==> src/c2e_pkg.sv <==
`default_nettype none

package c2e_pkg;

    localparam int unsigned YEAR_W   = 8;
    localparam int unsigned MONTH_W  = 4;
    localparam int unsigned DAY_W    = 6;
    localparam int unsigned HOUR_W   = 5;
    localparam int unsigned MINUTE_W = 6;
    localparam int unsigned SECOND_W = 6;
    localparam int unsigned EPOCH_W  = 32;
    localparam int unsigned DAYS_W   = 16;
    localparam int unsigned YDAY_W   = 9;

    // Year limits as offsets from 1900
    localparam logic [YEAR_W-1:0] MIN_YEAR_OFS   = 8'd98;
    localparam logic [YEAR_W-1:0] MAX_YEAR_OFS   = 8'd199;
    localparam logic [YEAR_W-1:0] EPOCH_YEAR_OFS = 8'd70;
    // Leap years in 1970..y-1 are (y_ofs - 69) / 4 over the accepted range
    localparam logic [YEAR_W-1:0] LEAP_BASE_OFS  = 8'd69;

    localparam logic [MONTH_W-1:0]  MAX_MONTH  = 4'd12;
    localparam logic [DAY_W-1:0]    MAX_DAY    = 6'd31;
    localparam logic [HOUR_W-1:0]   MAX_HOUR   = 5'd23;
    localparam logic [MINUTE_W-1:0] MAX_MINUTE = 6'd59;
    localparam logic [SECOND_W-1:0] MAX_SECOND = 6'd59;

    localparam logic [DAYS_W-1:0]  DAYS_PER_YEAR   = 16'd365;
    localparam logic [EPOCH_W-1:0] SECS_PER_MINUTE = 32'd60;
    localparam logic [EPOCH_W-1:0] SECS_PER_HOUR   = 32'd3600;
    localparam logic [EPOCH_W-1:0] SECS_PER_DAY    = 32'd86400;
    localparam logic [EPOCH_W-1:0] MAX_EPOCH       = 32'd4102444799;

    typedef struct packed {
        logic [YEAR_W-1:0]   years_since_1900;
        logic [MONTH_W-1:0]  month_number;
        logic [DAY_W-1:0]    day_of_month;
        logic [HOUR_W-1:0]   hour_of_day;
        logic [MINUTE_W-1:0] minute_of_hour;
        logic [SECOND_W-1:0] second_of_minute;
    } t_reading;

    function automatic logic [YDAY_W-1:0] days_before_month(
        input logic [MONTH_W-1:0] month,
        input logic               leap
    );
        logic [YDAY_W-1:0] base;
        base = '0;
        unique case (month)
            4'd1:    base = 9'd0;
            4'd2:    base = 9'd31;
            4'd3:    base = 9'd59;
            4'd4:    base = 9'd90;
            4'd5:    base = 9'd120;
            4'd6:    base = 9'd151;
            4'd7:    base = 9'd181;
            4'd8:    base = 9'd212;
            4'd9:    base = 9'd243;
            4'd10:   base = 9'd273;
            4'd11:   base = 9'd304;
            4'd12:   base = 9'd334;
            default: base = 9'd0;
        endcase
        if (leap && (month > 4'd2)) begin
            base = base + 9'd1;
        end
        return base;
    endfunction

endpackage

`default_nettype wire

==> src/c2e_check.sv <==
`default_nettype none

module c2e_check (
    input  wire c2e_pkg::t_reading i_reading,
    output logic                   o_ok
);

    always_comb begin
        o_ok = (i_reading.years_since_1900 >= c2e_pkg::MIN_YEAR_OFS)
            && (i_reading.years_since_1900 <= c2e_pkg::MAX_YEAR_OFS)
            && (i_reading.month_number != '0)
            && (i_reading.month_number <= c2e_pkg::MAX_MONTH)
            && (i_reading.day_of_month != '0)
            && (i_reading.day_of_month <= c2e_pkg::MAX_DAY)
            && (i_reading.hour_of_day <= c2e_pkg::MAX_HOUR)
            && (i_reading.minute_of_hour <= c2e_pkg::MAX_MINUTE)
            && (i_reading.second_of_minute <= c2e_pkg::MAX_SECOND);
    end

endmodule

`default_nettype wire

==> src/c2e_conv.sv <==
`default_nettype none

module c2e_conv (
    input  wire c2e_pkg::t_reading                 i_reading,
    input  wire                                    i_ok,
    output logic [c2e_pkg::EPOCH_W-1:0]            o_epoch_seconds
);

    logic [c2e_pkg::YEAR_W-1:0]  year_ofs;
    logic [c2e_pkg::YEAR_W-1:0]  leap_ofs;
    logic [c2e_pkg::YEAR_W-3:0]  leaps;
    logic                        leap;
    logic [c2e_pkg::YDAY_W-1:0]  yday;
    logic [c2e_pkg::DAYS_W-1:0]  days;
    logic [c2e_pkg::EPOCH_W-1:0] secs;

    always_comb begin
        year_ofs = i_reading.years_since_1900 - c2e_pkg::EPOCH_YEAR_OFS;
        leap_ofs = i_reading.years_since_1900 - c2e_pkg::LEAP_BASE_OFS;
        leaps    = leap_ofs[c2e_pkg::YEAR_W-1:2];
        // 1900 is a multiple of four and 2100 lies outside the range
        leap     = (i_reading.years_since_1900[1:0] == 2'b00);
        yday     = c2e_pkg::days_before_month(i_reading.month_number, leap);

        days = c2e_pkg::DAYS_W'(c2e_pkg::DAYS_W'(year_ofs) * c2e_pkg::DAYS_PER_YEAR)
             + c2e_pkg::DAYS_W'(leaps)
             + c2e_pkg::DAYS_W'(yday)
             + c2e_pkg::DAYS_W'(i_reading.day_of_month)
             - c2e_pkg::DAYS_W'(1);

        secs = c2e_pkg::EPOCH_W'(c2e_pkg::EPOCH_W'(days) * c2e_pkg::SECS_PER_DAY)
             + c2e_pkg::EPOCH_W'(c2e_pkg::EPOCH_W'(i_reading.hour_of_day)
                                 * c2e_pkg::SECS_PER_HOUR)
             + c2e_pkg::EPOCH_W'(c2e_pkg::EPOCH_W'(i_reading.minute_of_hour)
                                 * c2e_pkg::SECS_PER_MINUTE)
             + c2e_pkg::EPOCH_W'(i_reading.second_of_minute);

        o_epoch_seconds = i_ok ? secs : '0;
    end

endmodule

`default_nettype wire

==> src/calendar_to_epoch_seconds_top.sv <==
// Calendar reading to seconds since 1970-01-01 00:00:00 UTC.
// Input channel: i_valid / o_ready with the six reading fields (year as an
// offset from 1900, month, day, hour, minute, second). Output channel:
// o_valid / i_ready with o_epoch_seconds and o_reading_valid.
// Each input transaction gives exactly one output transaction, in order.
// Readings failing a range check (year 1998..2099, month 1..12, day 1..31,
// hour 0..23, minute and second 0..59) give zero with o_reading_valid low.
// Day is not checked against its month length; excess days run on.
// Pipeline: the reading passes the input register, then the result
// register, whose output drives o_valid. Throughput: one transaction per
// cycle while the receiver does not stall, set by the single conversion
// pass between the two registers.
// When the receiver stalls, the result register holds; the input register,
// if empty, still takes one more reading, after which o_ready falls until
// the output drains.
// Reset (synchronous, active low) empties both registers; no clearing pass.
`default_nettype none

module calendar_to_epoch_seconds_top (
    input  wire                                i_clk,
    input  wire                                i_rst_n,
    input  wire                                i_valid,
    output logic                               o_ready,
    input  wire  [c2e_pkg::YEAR_W-1:0]         i_years_since_1900,
    input  wire  [c2e_pkg::MONTH_W-1:0]        i_month_number,
    input  wire  [c2e_pkg::DAY_W-1:0]          i_day_of_month,
    input  wire  [c2e_pkg::HOUR_W-1:0]         i_hour_of_day,
    input  wire  [c2e_pkg::MINUTE_W-1:0]       i_minute_of_hour,
    input  wire  [c2e_pkg::SECOND_W-1:0]       i_second_of_minute,
    output logic                               o_valid,
    input  wire                                i_ready,
    output logic [c2e_pkg::EPOCH_W-1:0]        o_epoch_seconds,
    output logic                               o_reading_valid
);

    logic                         r_s1_valid;
    c2e_pkg::t_reading            r_s1_reading;
    logic                         r_out_valid;
    logic [c2e_pkg::EPOCH_W-1:0]  r_epoch;
    logic                         r_ok;

    logic                         out_free;
    logic                         s1_free;
    logic                         ok;
    logic [c2e_pkg::EPOCH_W-1:0]  epoch;
    c2e_pkg::t_reading            n_s1_reading;

    assign out_free = !r_out_valid || i_ready;
    assign s1_free  = !r_s1_valid || out_free;
    assign o_ready  = s1_free;
    assign o_valid  = r_out_valid;
    assign o_epoch_seconds = r_epoch;
    assign o_reading_valid = r_ok;

    always_comb begin
        n_s1_reading.years_since_1900 = i_years_since_1900;
        n_s1_reading.month_number     = i_month_number;
        n_s1_reading.day_of_month     = i_day_of_month;
        n_s1_reading.hour_of_day      = i_hour_of_day;
        n_s1_reading.minute_of_hour   = i_minute_of_hour;
        n_s1_reading.second_of_minute = i_second_of_minute;
    end

    c2e_check u_check (
        .i_reading (r_s1_reading),
        .o_ok      (ok)
    );

    c2e_conv u_conv (
        .i_reading       (r_s1_reading),
        .i_ok            (ok),
        .o_epoch_seconds (epoch)
    );

    always_ff @(posedge i_clk) begin
        if (!i_rst_n) begin
            r_s1_valid  <= 1'b0;
            r_out_valid <= 1'b0;
        end else begin
            if (s1_free) begin
                r_s1_valid <= i_valid;
            end
            if (out_free) begin
                r_out_valid <= r_s1_valid;
            end
        end
    end

    always_ff @(posedge i_clk) begin
        if (s1_free && i_valid) begin
            r_s1_reading <= n_s1_reading;
        end
        if (out_free && r_s1_valid) begin
            r_epoch <= epoch;
            r_ok    <= ok;
        end
    end

    a_invalid_zero: assert property (@(posedge i_clk) disable iff (!i_rst_n)
        (o_valid && !o_reading_valid) |-> (o_epoch_seconds == '0))
        else $error("invalid reading with nonzero seconds");

    a_max_epoch: assert property (@(posedge i_clk) disable iff (!i_rst_n)
        o_valid |-> (o_epoch_seconds <= c2e_pkg::MAX_EPOCH))
        else $error("seconds beyond 2099-12-31 23:59:59");

    a_s1_holds: assert property (@(posedge i_clk) disable iff (!i_rst_n)
        (r_s1_valid && r_out_valid && !i_ready) |=> r_s1_valid)
        else $error("input stage dropped a reading under stall");

    a_s1_moves: assert property (@(posedge i_clk) disable iff (!i_rst_n)
        (r_s1_valid && out_free) |=> r_out_valid)
        else $error("reading lost between stages");

endmodule

`default_nettype wire
==> config.mk <==
export PLATFORM = sky130hd
export DESIGN_NAME = calendar_to_epoch_seconds_top
export DESIGN_NICKNAME = d
export VERILOG_FILES = /design/src/c2e_pkg.sv /design/src/c2e_check.sv /design/src/c2e_conv.sv /design/src/calendar_to_epoch_seconds_top.sv
export SDC_FILE = /design/constraint.sdc
export NUM_CORES = 1
export LEC_CHECK = 0
export ABC_CLOCK_PERIOD_IN_PS = 12050
export BUFFER_PORTS_ARGS = -buffer_cell sky130_fd_sc_hd__buf_2
export CORE_MARGIN = 2
export CORE_UTILIZATION = 41
export CTS_CLUSTER_DIAMETER = 80
export DETAILED_ROUTE_END_ITERATION = 6
export GPL_TIMING_DRIVEN = 0
export HOLD_SLACK_MARGIN = 0.02
export PLACE_DENSITY = 0.57
export REMOVE_ABC_BUFFERS = 1
export SETUP_SLACK_MARGIN = 0.15
export SYNTH_ARGS = -nofsm -noshare
export SYNTH_HDL_FRONTEND = slang
export SYNTH_SLANG_ARGS = --single-unit
==> constraint.sdc <==
create_clock -name i_clk -period 12.05 [get_ports i_clk]
set_clock_uncertainty 0.2 [all_clocks]
set_input_delay 1.8075 -clock i_clk [delete_from_list [all_inputs] [get_ports i_clk]]
set_output_delay 1.8075 -clock i_clk [all_outputs]
set_load 0.05 [all_outputs]
==> flow_summary.json, run 1 <==
{
  "crit_family": "adder cells",
  "ys.flop_type": "edfxtp_1",
  "cp_slowest_cell": "edfxtp_1",
  "grt_max_degree": 36,
  "cts.repair.resized": 0,
  "vias": 7204,
  "grt_use_total_pct": 15.34,
  "core-area_mm2": 0.02533,
  "path_clk_slew_ns": 0.07,
  "dieArea_mm2": 0.02718,
  "fin_nets": 1497,
  "dp_hpwl_mm": 16.32,
  "ys_seq_area_share_pct": 21.32,
  "finalCriticalPeriod_ns": 11.05,
  "slew_headroom_pct": 22.40,
  "start_util_pct": 41.89,
  "cp_num_buf_inv": 7,
  "finalSetupViolCount": 0,
  "ff_latch_area_mm2": 0.002262,
  "drt_iter0_markers": 279,
  "hold_buffers": 0,
  "rsz0062_at_grt": "false",
  "timing.final.max_slew_violations": 0,
  "num_rows": 58,
  "finalHoldViolations": 0,
  "ys_ff_latch": 79,
  "wl_per_cell_um": 13.01,
  "cts_buffers": 9,
  "cp.required_ns": 11.92,
  "syn_area_mm2": 0.01061,
  "period_share_pct": 91.67,
  "fillerInstances": 2435,
  "worstPathArrival_ns": 10.92,
  "syn_inst": 1087,
  "mostFrequentLayoutCell": "inv_1",
  "port_buffers": 73,
  "worstHoldPathType": "flop to flop",
  "die_w_um": 164.9,
  "ant_nets": 0,
  "cts_root_buf": "clkbuf_16",
  "status": "finished clean",
  "routed_wl_mm": 19.49,
  "worst_pin_slew_ns": 1.132,
  "io_pins": 74,
  "route.detailed.drc": 0,
  "die_h_um": 164.9,
  "htreeDepth": 3,
  "diodes": 0,
  "r2r_slack_ns": 1.00,
  "grt_pass1_wl_mm": 33.53,
  "cp_max_fo": 9,
  "cts_setup_buffers": 0,
  "antenna_found_initial": 0,
  "syn_to_final_growth_pct": 10.71,
  "cap_violations": 0,
  "endpoint_kind": "flop",
  "ys_warn_count": 0,
  "grt_pass1_vias": 6983,
  "gp_congestion": 0.8554,
  "avgSynthCellArea_um2": 9.760,
  "clk_path_buf_depth": 2,
  "async_reset_ff_share_pct": 0,
  "clock_latency_ns": 0.35,
  "critPathKind": "flop to flop",
  "clkSinkCount": 79,
  "cp-start-kind": "flop",
  "fmax_mhz": 90.53,
  "synth_cell_types": 57,
  "drive_gt1_share_pct": 10.19,
  "multi_input_area_mm2": 0.007422,
  "tns_ns": 0,
  "slowest_delay_ns": 0.59,
  "overflow": 0,
  "first_pass_iters": 4,
  "synth_edf_count": 68,
  "cts_tree": "built",
  "final_cell_mix": "inv_1 (243), ha_1 (200), fa_1 (95)",
  "vias_per_cell": 4.809
}
==> synth_stat cells, drive strengths merged (17+ instances only) <==
library cell | instances | share of area, %
inv | 244 | 8.6
ha | 200 | 24
fa | 95 | 18
edfxtp | 68 | 19
a21oi | 54 | 2.5
nor2 | 48 | 1.7
xnor2 | 45 | 3.7
xor2 | 41 | 3.4
nand2 | 39 | 1.4
o21ai | 31 | 1.6
a21o | 21 | 1.5
nor3 | 17 | 0.85
==> through the flow <==
step | utilization [%] | hold slack (ns) | instances | cell area [µm²] | setup slack [ns]
2_1_floorplan | - | 0.2768 | 1077 | 10570 | 1.771
3_3_place_gp | 44.81 | 0.3028 | 1480 | 11350 | 0.7102
3_5_place_dp | 44.92 | 0.3058 | 1481 | 11380 | 0.6431
4_1_cts | 46.16 | 0.3233 | 1497 | 11690 | 0.5973
5_1_grt | 46.37 | 0.3367 | 1498 | 11750 | 0.2757
6_report | 46.37 | 0.3197 | 1498 | 11750 | 1.004
==> cell families (layout without fill, tap and decap cells) <==
logic type      Yosys count  in the layout  share of synthesized area (%)
mux                      10             10                         0.9789
fa+ha+maj               295            295                          41.51
xor+xnor                 86             86                          7.100
compound gates          171            171                          10.59
simple gates            192            192                          9.494
buf+inv                 254            335                          8.999
flops                    79             79                          21.32
==> cell type report <==
| cell class | count | area share, % |
|---|---|---|
| clock buffers | 10 | 2.035 |
| clock inverters | 6 | 0.6498 |
| inverters | 244 | 7.830 |
| multi-input cells | 754 | 63.19 |
| flip-flops and latches | 79 | 19.26 |
| well taps | 330 | 3.516 |
| repair buffers | 75 | 3.516 |
==> routing by layer <==
layer / global-route usage, % / wire [µm]
met1: 21.34 / 9712
met2: 25.29 / 8988
met3: 2.336 / 578
met4: 3.360 / 209
met5: 0 / 0
==> final timing paths <==
path | cells past startpoint | to | startpoint
min reg2reg | 1 | o_epoch_seconds[0] | r_s1_reading[0]
min | 1 | o_epoch_seconds[0] | r_s1_reading[0]
max | 40 | o_epoch_seconds[31] | r_s1_reading[28]
max reg2reg | 40 | o_epoch_seconds[31] | r_s1_reading[28]
Power of run 1 is left out: the tool's default activity adds up to more than one toggle a clock period on the data nets, which glitch-free logic cannot reach.
==> run 2, diff against run 1 <==
RECOVER_POWER = 25   (was not set)
==> run 2 against run 1 <==
Compared with the run above: the run now ends with capacitance limit, slew limit left; worst setup slack improved by 0.0044 ns; sequential share of layout area barely moved; critical path depth did not move; sequential cell count unchanged; global-route usage stayed put; register-to-register slack barely moved; design area decreased by 0.18%; highest routed layer unchanged.
==> flow_summary.json, run 2 (synthesized netlist as in run 1, its figures left out) <==
{
  "r2r_slack_ns": 1.01,
  "hold_start": "r_s1_reading[0]",
  "slowest_delay_ns": 0.58,
  "fin_nets": 1497,
  "dp_hpwl_mm": 16.32,
  "drive_gt1_share_pct": 9.760,
  "syn_to_final_growth_pct": 10.51,
  "route.detailed.drc": 0,
  "overflow": 0,
  "min_to": "o_epoch_seconds[0]",
  "final_cell_mix": "inv_1 (243), ha_1 (200), fa_1 (95)",
  "first_pass_iters": 4,
  "period_share_pct": 91.63,
  "vias_per_cell": 4.812,
  "die_h_um": 164.9,
  "cp_max_fo": 9,
  "diodes": 0,
  "worstHoldPathType": "flop to flop",
  "cp_num_buf_inv": 7,
  "cts_buffers": 9,
  "tns_ns": 0,
  "cp_slowest_cell": "edfxtp_1",
  "cts_root_buf": "clkbuf_16",
  "clkSinkCount": 79,
  "finalHoldViolations": 0,
  "ant_nets": 0,
  "grt_max_degree": 36,
  "num_rows": 58,
  "reg2reg_depth": 40,
  "path_clk_slew_ns": 0.07,
  "worst_pin_slew_ns": 1.931,
  "vias": 7209,
  "r2r-end": "o_epoch_seconds[31]",
  "finalCriticalPeriod_ns": 11.04,
  "clock_latency_ns": 0.35,
  "violations": "capacitance limit, slew limit",
  "antenna_found_initial": 0,
  "grt_use_total_pct": 15.34,
  "cap_violations": 1,
  "dieArea_mm2": 0.02718,
  "timing.final.max_slew_violations": 34,
  "core-area_mm2": 0.02533,
  "cts_tree": "built",
  "gp_congestion": 0.8554,
  "routed_wl_mm": 19.45,
  "hold_buffers": 0,
  "endpoint_kind": "flop",
  "worstPathArrival_ns": 10.91,
  "die_w_um": 164.9,
  "fillerInstances": 2442,
  "status": "finished, violations left",
  "port_buffers": 73,
  "crit_family": "adder cells",
  "io_pins": 74,
  "cp-start-kind": "flop",
  "ff_latch_area_mm2": 0.002262,
  "slew_headroom_pct": -28.76,
  "rsz0062_at_grt": "false",
  "cp.required_ns": 11.92,
  "whs_path_depth": 1,
  "start_util_pct": 41.89,
  "mostFrequentLayoutCell": "inv_1",
  "multi_input_area_mm2": 0.007422,
  "htreeDepth": 3,
  "critPathKind": "flop to flop",
  "drt_iter0_markers": 279,
  "fmax_mhz": 90.57,
  "reg2reg_from": "r_s1_reading[28]",
  "wl_per_cell_um": 12.99,
  "clk_path_buf_depth": 2,
  "grt_pass1_vias": 6983,
  "grt_pass1_wl_mm": 33.53,
  "finalSetupViolCount": 0
}
## run 2: cell count changes in the layout (fill, tap and decap cells not counted)
cell,change
buf_12,-1
buf_2,-4
clkbuf_1,+5
## run 2: worst max-delay path by stage
stage | endpoint | slack (ns) | start | cells past startpoint
after floorplan | o_epoch_seconds[31] | 1.77 | r_s1_reading[28] | 40
after global placement | o_epoch_seconds[31] | 0.71 | r_s1_reading[28] | 39
after detailed placement | o_epoch_seconds[31] | 0.64 | r_s1_reading[28] | 39
after CTS | o_epoch_seconds[31] | 0.60 | r_s1_reading[28] | 40
after global routing | o_epoch_seconds[31] | 0.28 | r_s1_reading[28] | 41
final | o_epoch_seconds[31] | 1.01 | r_s1_reading[28] | 40
## run 2: repair_timing
action,in CTS,in global routing
setup buffers,0,0
resized for setup,0,5
endpoints found under the setup margin,0,1
hold endpoints to repair,0,0
## run 2: per-stage QoR
step           util [%]  setup WS [ns]  cell area, µm²  instances  hold WS, ns
6_report          46.29          1.009           11720       1498       0.3192
5_1_grt           46.29         0.2757           11720       1498       0.3367
4_1_cts           46.16         0.5973           11690       1497       0.3233
3_5_place_dp      44.92         0.6431           11380       1481       0.3058
3_3_place_gp      44.81         0.7102           11350       1480       0.3028
2_1_floorplan         -          1.771           10570       1077       0.2768
## run 2: area by class of cell
class,count,area share (%)
clock buffer,10,2.038
clock inverter,6,0.6510
inverter,244,7.844
multi-input combinational,754,63.31
sequential,79,19.30
tap,330,3.522
timing repair buffer,75,3.340
## run 2: routing by layer
metal / track usage [%] / vias to the layer above / part of all wire (%)
met4: 3.360 / 0 / 1.1
li1: - / 3757 / -
met1: 21.34 / 3345 / 50
met5: 0 / - / 0
met2: 25.29 / 92 / 46
met3: 2.336 / 15 / 3.0
## run 2: worst reg2reg max path, delay by kind of cell, from the launching register on
family | cells | cell delay [ns]
adder cells (fa/ha/maj) | 11 | 4.37
buffers and inverters | 7 | 0.55
AO/OA/AOI/OAI | 11 | 2.78
AND/OR/NAND/NOR | 8 | 1.72
flip-flops | 1 | 0.58
XOR/XNOR | 3 | 0.57
Power of run 2 is left out for the same reason.
